## src/rtl/sst_pkg.sv

```systemverilog
// Shared types and constants for the section translation table.
// Used by sst_ctrl, sst_dp and section_translation_table; no dependencies.
package sst_pkg;

  localparam int unsigned OP_W      = 2;
  localparam int unsigned ST_W      = 3;
  localparam int unsigned CFG_IDX_W = 2;
  localparam int unsigned SEC_SHIFT = 20;

  localparam logic [31:0] SECTION_BASE_MASK   = 32'hFFF0_0000;
  localparam logic [31:0] SECTION_OFFSET_MASK = 32'h000F_FFFF;
  localparam logic [31:0] SECTION_STEP        = 32'h0010_0000;

  localparam logic [OP_W-1:0] OP_TRANSLATE = 2'd0;
  localparam logic [OP_W-1:0] OP_ADD       = 2'd1;
  localparam logic [OP_W-1:0] OP_FILL      = 2'd2;

  localparam logic [ST_W-1:0] STS_OK          = 3'd0;
  localparam logic [ST_W-1:0] STS_NULL        = 3'd1;
  localparam logic [ST_W-1:0] STS_NOT_SECTION = 3'd2;
  localparam logic [ST_W-1:0] STS_DENIED      = 3'd3;
  localparam logic [ST_W-1:0] STS_WRITTEN     = 3'd4;

  localparam logic [CFG_IDX_W-1:0] CFG_TYPE_MASK = 2'd0;
  localparam logic [CFG_IDX_W-1:0] CFG_SECT_CODE = 2'd1;
  localparam logic [CFG_IDX_W-1:0] CFG_PERM_MASK = 2'd2;
  localparam logic [CFG_IDX_W-1:0] CFG_PERM_REQ  = 2'd3;

  typedef enum logic [1:0] {
    ST_CLEAR,
    ST_IDLE,
    ST_FILL,
    ST_RESP
  } state_t;

  typedef struct packed {
    logic clr;
    logic accept;
    logic add_wr;
    logic fill_wr;
    logic resp_load;
  } cmd_t;

  typedef struct packed {
    logic clear_last;
    logic fill_stop;
    logic fill_last;
    logic out_free;
  } sts_t;

endpackage

```

## src/rtl/sst_ctrl.sv

```systemverilog
// Controller FSM: table clear after reset, accept, fill sequencing, response.
// Depends on sst_pkg.
module sst_ctrl (
  input  logic                          clk,
  input  logic                          rst_n,
  input  logic                          in_tvalid,
  input  logic [sst_pkg::OP_W-1:0]      in_op,
  output logic                          in_tready,
  input  sst_pkg::sts_t                 sts,
  output sst_pkg::cmd_t                 cmd
);

  sst_pkg::state_t state_r, state_nxt;

  always_ff @(posedge clk) begin
    if (!rst_n) begin
      state_r <= sst_pkg::ST_CLEAR;
    end else begin
      state_r <= state_nxt;
    end
  end

  always_comb begin
    state_nxt = state_r;
    cmd       = '0;
    in_tready = 1'b0;
    unique case (state_r)
      sst_pkg::ST_CLEAR: begin
        cmd.clr = 1'b1;
        if (sts.clear_last) state_nxt = sst_pkg::ST_IDLE;
      end
      sst_pkg::ST_IDLE: begin
        in_tready = 1'b1;
        if (in_tvalid) begin
          cmd.accept = 1'b1;
          if (in_op == sst_pkg::OP_ADD) begin
            cmd.add_wr = 1'b1;
            state_nxt  = sst_pkg::ST_RESP;
          end else if (in_op == sst_pkg::OP_FILL) begin
            state_nxt = sst_pkg::ST_FILL;
          end else begin
            state_nxt = sst_pkg::ST_RESP;
          end
        end
      end
      sst_pkg::ST_FILL: begin
        if (sts.fill_stop) begin
          state_nxt = sst_pkg::ST_RESP;
        end else begin
          cmd.fill_wr = 1'b1;
          if (sts.fill_last) state_nxt = sst_pkg::ST_RESP;
        end
      end
      sst_pkg::ST_RESP: begin
        if (sts.out_free) begin
          cmd.resp_load = 1'b1;
          state_nxt     = sst_pkg::ST_IDLE;
        end
      end
      default: state_nxt = sst_pkg::ST_CLEAR;
    endcase
  end

  a_clear_after_reset: assert property (@(posedge clk) !rst_n |=> state_r == sst_pkg::ST_CLEAR)
    else $error("clear pass not started after reset");
  a_no_accept_in_clear: assert property (@(posedge clk) disable iff (!rst_n)
    state_r == sst_pkg::ST_CLEAR |-> !in_tready)
    else $error("input taken during clear pass");
  a_fill_write_bounded: assert property (@(posedge clk) disable iff (!rst_n)
    cmd.fill_wr |-> state_r == sst_pkg::ST_FILL && !sts.fill_stop)
    else $error("fill write past range end");
  a_resp_into_free_slot: assert property (@(posedge clk) disable iff (!rst_n)
    cmd.resp_load |-> sts.out_free)
    else $error("result overwrites a pending transfer");

endmodule

```

## config.mk

```make
export PLATFORM = sky130hd
export DESIGN_NAME = sst_ctrl
export DESIGN_NICKNAME = d
export VERILOG_FILES = /design/src/rtl/sst_pkg.sv /design/src/rtl/sst_ctrl.sv
export SDC_FILE = /design/constraint.sdc
export NUM_CORES = 1
export LEC_CHECK = 0
export BUFFER_PORTS_ARGS = -buffer_cell sky130_fd_sc_hd__buf_2
export CAP_MARGIN = 5
export CORE_AREA = 4 4 41 43
export CTS_CLUSTER_SIZE = 12
export DETAILED_ROUTE_END_ITERATION = 8
export DIE_AREA = 0 0 45 47
export GPL_ROUTABILITY_DRIVEN = 0
export GPL_TIMING_DRIVEN = 0
export PLACE_DENSITY = 0.43
export SLEW_MARGIN = 20
export SYNTH_ARGS = -nofsm -noshare
export SYNTH_HDL_FRONTEND = slang
export SYNTH_SLANG_ARGS = --single-unit
```

## constraint.sdc

```tcl
create_clock -name clk -period 2.7 [get_ports clk]
set_clock_uncertainty 0.2 [all_clocks]
set_input_delay 0.405 -clock clk [delete_from_list [all_inputs] [get_ports clk]]
set_output_delay 0.405 -clock clk [all_outputs]
set_load 0.02 [all_outputs]
```

==> results_dict.tcl, run 1 <==
set metrics [dict create \
    setup_viol 0 \
    max_stage_delay_ps 370 \
    antenna_found_initial 0 \
    ant_nets 0 \
    p_sw_w 0.000151 \
    fin_nets 60 \
    drc 0 \
    startpoint "state_r[1]" \
    worstMarginPinSlew_ps 333 \
    grt_setup_unrepaired "no" \
    leakage_nw 0.184 \
    p_comb_share_pct 63.4 \
    tritoncts "built" \
    drive_gt1_share_pct 45.5 \
    grtUsageTotal_pct 5.91 \
    r2r_slack_ps 920 \
    cts_resized 0 \
    num_antenna_cells 0 \
    clk_latency_ps 220 \
    drtIter0Drc 0 \
    crit_arrival_ps 1220 \
    die-area_sq_mm 0.00212 \
    top_regs "state_r x2" \
    grt_pass1_wl_um 862 \
    crit_cells 4 \
    cp-end-kind "output port" \
    routed_wl_um 530 \
    power.internal_w 0.000193 \
    grt_max_degree 5 \
    hold_class "in2reg" \
    fp.dieW_um 45 \
    largest_reg_flops 2 \
    crit_chain "inv_1 -> ha_1 -> and4_1 -> buf_2" \
    synth_seq_area_share_pct 16.6 \
    worst-setup-path-type "reg2out" \
    max-cap-violations 0 \
    hold_path_depth 3 \
    fillers 160 \
    port_buffers 14 \
    finalHoldViolations 0 \
    vias_per_cell 3.98 \
    top_register "state_r" \
    dp_hpwl_um 480 \
    synth_area_sq_um 241 \
    cts_setup_buffers 0 \
    max_slew_margin_pct 77.8 \
    cts_buffer_depth 2 \
    period_share_pct 67.6 \
    hold_end "state_r[0]" \
    syn_inst 27 \
    r2r-end "state_r[0]" \
    cp.required_ps 2100 \
    grt_pass1_vias 231 \
    synth_nets 41 \
    yosysWarningCount 0 \
    clk_pin_slew_ps 30 \
    crit_slowest_cell "dfxtp_1" \
    cts_sinks 2 \
    drtPass1Iterations 1 \
    powerDensity_mw_per_mm2 975 \
    period_needed_ps 1820 \
    utilization_pct 27.1 \
    max_freq_mhz 548 \
    power.switching_fraction_pct 44.0 \
    synth_cell_types 15 \
    cts_hold_buf 0 \
    die_h_um 47 \
    wl_per_cell_um 8.98 \
    fin_setup_tns_ps 0 \
    timing.rr.start "state_r[0]" \
    cts_buffers 3 \
    boundaryPins 15 \
    reg2regPathDepth 5 \
    synth.area.top_cells "ha_1 26%, dfxtp_1 17%, nor2b_1 10%" \
    clockPowerShare_pct 19.0 \
    start_util_pct 18.6 \
    stdcell_area_sq_um 353 \
    crit_family "flip-flops" \
    crit_fanout 4 \
    crit_buf_inv 2 \
    critPathLaunchType "flop" \
    cts-htree-levels 1 \
    route.vias.total 235 \
    min_from "rst_n" \
    area_growth_pct 46.1 \
    outcome "finished, final reports clean" \
    final_max_slew_viol_count 0 \
    coreArea_sq_mm 0.00130 \
    avgSynthCellArea_sq_um 8.94 \
    ir_drop_mv 0.295 \
    rows 13 \
    synth_top_area_share_pct 25.9 \
    root_buffer "clkbuf_4" \
    grt_overflow 0 \
    seqPwrFrac_pct 17.6 \
    place_area_sq_um 330 \
    ys_ff_latch 2 \
    yosysTopAreaCell "ha_1" \
]
-- layout make-up --
type,instances,area (sq um),area share (%)
sequential,2,40.0,11.3
multi-input combinational,21,186,52.8
inverter,4,15.0,4.26
clock buffer,3,22.5,6.38
timing repair buffer,14,70.1,19.9
tap,15,18.8,5.32
-- synth_stat cells --
| cell type | count |
|---|---|
| and2_1 | 1 |
| inv_1 | 4 |
| nor4_2 | 1 |
| mux2i_1 | 1 |
| nor2b_1 | 4 |
| and2_2 | 1 |
| nand2_1 | 2 |
| and4_1 | 1 |
| o21ai_0 | 1 |
| nor3b_1 | 1 |
| ha_1 | 5 |
| dfxtp_1 | 2 |
| nor2b_4 | 1 |
| a311oi_1 | 1 |
| o41a_1 | 1 |
-- power by group through the flow --
stage                      Clock, W  Combinational, W  Sequential (W)
final                     0.0000654          0.000218       0.0000605
after global routing      0.0000727          0.000251       0.0000643
after CTS                 0.0000698          0.000224       0.0000610
after detailed placement          0          0.000224       0.0000613
after global placement            0          0.000223       0.0000619
after floorplan                   0          0.000171       0.0000576
-- worst max path at each step --
| stage | endpoint |
|---|---|
| floorplan | state_r[0] |
| global placement | state_r[0] |
| detailed placement | state_r[0] |
| CTS | cmd[2] |
| global route | cmd[1] |
| finish | cmd[2] |
-- worst register-to-register path, stage by stage (launching register included) --
cell	delay, ps
dfxtp_1	370
inv_1	90
ha_1	210
nor2b_1	150
o41a_1	400
a311oi_1	260
-- metrics by stage --
| stage | std cells | power (W) | worst slack, ps | hold WS (ps) |
|---|---|---|---|---|
| final | 59 | 0.000344 | 876 | 227 |
| after detailed placement | 56 | 0.000285 | 910 | 300 |
| after global routing | 59 | 0.000388 | 792 | 223 |
| after CTS | 59 | 0.000354 | 852 | 220 |
| after floorplan | 27 | 0.000228 | 929 | 268 |
| after global placement | 56 | 0.000285 | 915 | 311 |
-- cell usage in the layout, fill, tap and decap left out, drive strengths merged --
cell,n
buf,14
ha,5
nor2b,5
inv,4
clkbuf,3
nand2,2
dfxtp,2
and2,2
and4,1
nor3b,1
nor4,1
mux2i,1
o21ai,1
o41a,1
a311oi,1
-- kinds of logic (layout without fill, tap and decap cells) --
group                    Yosys count  after routing  share of synthesized area [%]
AO/OA/AOI/OAI                      3              3                           10.4
adder cells (fa/ha/maj)            5              5                           25.9
multiplexers                       1              1                           4.15
flip-flops                         2              2                           16.6
AND/OR/NAND/NOR                   12             12                           36.8
buffers and inverters              4             21                           6.22
-- layer usage --
metal  routed length, um  share of wire (%)  track usage [%]
met2                 288                 54             9.32
met4                   0                  0             5.26
met3                  19                3.6             2.30
met1                 222                 42             6.09
met5                   0                  0                0
No activity file was read; power rests on OpenSTA's default activity.
==> run 2, diff against run 1 <==
Settings changed: ABC_AREA from default to 1.
Clock period 2.7 ns to 1.5 ns, I/O delays scaled along.
==> run 2 against run 1 <==
The flow now finishes with violations (setup timing); clock-buffer cell count unchanged; sequential share of layout area rose by 0.31 points; non-clock buffer count stayed put; cell count up 22%; routed wire length is 0.94% lower; sequential cell count unchanged; critical path type unchanged; largest power group unchanged; highest routed layer unchanged.
==> results_dict.tcl, run 2 <==
set metrics [dict create \
    die_h_um 47 \
    cts_hold_buf 0 \
    wl_per_cell_um 7.29 \
    final_max_slew_viol_count 0 \
    vias_per_cell 3.75 \
    stdcell_area_sq_um 408 \
    grt_max_degree 6 \
    dp_hpwl_um 429 \
    min_from "rst_n" \
    synth_nets 54 \
    drc 0 \
    ant_nets 0 \
    synth_common_cells "13 x nand2_1, 10 x inv_1, 7 x nor2_1" \
    yosysWarningCount 0 \
    crit_family "flip-flops" \
    cp-end-kind "output port" \
    cts_buffers 3 \
    place_area_sq_um 324 \
    worstMarginPinSlew_ps 217 \
    synth_area_sq_um 230 \
    drtIter0Drc 4 \
    grtUsageMet3_pct 3.45 \
    port_buffers 14 \
    hold_class "in2reg" \
    top_regs "state_r x2" \
    violations "setup timing" \
    synth.area.top_cells "ha_1 27%, nand2_1 21%, dfxtp_1 17%" \
    root_buffer "clkbuf_4" \
    busiest_layer "met2" \
    max_slew_margin_pct 85.4 \
    power.switching_fraction_pct 48.3 \
    crit_buf_inv 3 \
    largest_reg_flops 2 \
    reg2regPathDepth 8 \
    hold_end "state_r[0]" \
    cp.required_ps 1070 \
    yosysMostFrequentCell "nand2_1" \
    syn_inst 40 \
    rows 13 \
    max_freq_mhz 659 \
    coreArea_sq_mm 0.00130 \
    ys_ff_latch 2 \
    p_sw_w 0.000361 \
    grt_setup_unrepaired "yes" \
    drive_gt1_share_pct 47.4 \
    crit_slowest_cell "dfxtp_4" \
    ir_drop_mv 0.778 \
    area_growth_pct 77.2 \
    finalHoldViolations 0 \
    clockPowerShare_pct 15.3 \
    setup_viol 1 \
    powerDensity_mw_per_mm2 1830 \
    period_needed_ps 1520 \
    grt_pass1_wl_um 869 \
    crit_fanout 5 \
    power.internal_w 0.000386 \
    drtPass1Iterations 4 \
    clk_latency_ps 220 \
    grtUsageTotal_pct 5.83 \
    cts-htree-levels 1 \
    max_stage_delay_ps 360 \
    outcome "complete, but fails checks" \
    final_common_cell "nand2_1" \
    synth_cell_types 8 \
    cts_buffer_depth 2 \
    crit_chain "inv_2 -> ha_2 -> inv_1 -> nor2_1 -> buf_4" \
    avgSynthCellArea_sq_um 5.76 \
    start_util_pct 17.7 \
    fin_ws_ps -16.9 \
    crit_arrival_ps 1090 \
    yosysTopAreaCell "ha_1" \
    r2r-end "state_r[1]" \
    final_cell_mix "12 x nand2_1, 10 x buf_2, 8 x inv_1, 6 x nor2_1" \
    cts_sinks 2 \
    grt_pass1_vias 226 \
    period_share_pct 101 \
    clk_pin_slew_ps 30 \
    async_reset_ff_share_pct 0 \
    max-cap-violations 0 \
    timing.rr.start "state_r[0]" \
    routed_wl_um 525 \
    grtUsageMet2_pct 7.63 \
    grt_use_met1_pct 7.22 \
    utilization_pct 31.3 \
    grt_overflow 0 \
    critPathLaunchType "flop" \
    synth_seq_area_share_pct 17.4 \
    r2r_slack_ps 130 \
    top_register "state_r" \
    tritoncts "built" \
    synth_edf_count 0 \
    seqPwrFrac_pct 20.6 \
    leakage_nw 0.232 \
    place_ws_ps -23.3 \
    dominantRegCellSynth "dfxtp_1" \
    die-area_sq_mm 0.00212 \
    boundaryPins 15 \
    worst-setup-path-type "reg2out" \
    antenna_found_initial 0 \
    p_comb_share_pct 64.1 \
    route.vias.total 270 \
    num_antenna_cells 0 \
    fp.dieW_um 45 \
    hold_path_depth 3 \
    fin_nets 73 \
    synth_top_area_share_pct 27.2 \
]
-- run 2: cell count changes in the layout (fill, tap and decap cells not counted), moves of 2 or more --
cell	before	now
inv_1	4	8
nor2_1	0	6
nand2_1	2	12
buf_2	14	10
dfxtp_1	2	0
buf_4	0	3
ha_4	0	2
dfxtp_4	0	2
nor2b_1	4	0
ha_1	5	2
-- run 2: area by class of cell --
cell class              count  area [sq um]
clock buffers               3          22.5
fillers                   158           893
inverters                  10          40.0
multi-input cells          28           195
flip-flops and latches      2          47.5
well taps                  15          18.8
repair buffers             14          83.8
-- run 2: cell families after synthesis --
family / Yosys count / synth area share, %
DFF: 2 / 17.4
AOI/OAI and AO/OA: 2 / 4.34
adders and majority gates: 5 / 27.2
buffers and inverters: 10 / 16.3
and+or+nand+nor: 21 / 34.8
-- run 2: per-stage QoR --
step           setup TNS [ps]  instances  hold WS, ps  total power [W]
2_1_floorplan               0         40          145         0.000423
3_3_place_gp            -41.2         69          271         0.000528
3_5_place_dp            -45.3         69          271         0.000523
4_1_cts                 -50.0         72         24.5         0.000697
5_1_grt                  -130         72         43.2         0.000837
6_report                -16.9         72         29.5         0.000747
-- run 2: what timing repair did --
| action | CTS | global route |
|---|---|---|
| gates resized for setup | 11 | 9 |
| setup buffers | 0 | 0 |
| pin swaps | 0 | 0 |
| setup endpoints to repair | 6 | 5 |
| endpoints found under the hold margin | 0 | 0 |
-- run 2: layer usage --
layer  vias to the layer above  wire length [um]
li1                        152                 -
met1                       108               222
met2                        10               254
met3                         0                47
met4                         0                 0
met5                         -                 0
-- run 2: worst max-delay path by stage --
stage               slack [ps]  startpoint  cells after the start    endpoint
detailed placement         -20  state_r[0]                      8  state_r[0]
finish                     -20  state_r[0]                      5      cmd[1]
global route               -60  state_r[0]                      5      cmd[1]
floorplan                   20  state_r[0]                      8  state_r[0]
CTS                        -30  state_r[0]                      5      cmd[1]
global placement           -20  state_r[1]                      8  state_r[1]
-- run 2: worst reg2reg max path, delay by kind of cell, from the launching register on --
kind	cells	cell delay, ps
flops	1	390
fa+ha+maj	1	200
simple gates	6	410
buf+inv	1	50
-- run 2: power groups by stage --
stage,combinational (W),clock [W],sequential [W]
after floorplan,0.000316,0,0.000107
after global placement,0.000411,0,0.000117
after detailed placement,0.000407,0,0.000116
after CTS,0.000436,0.000122,0.000139
after global routing,0.000544,0.000126,0.000167
final,0.000479,0.000114,0.000154
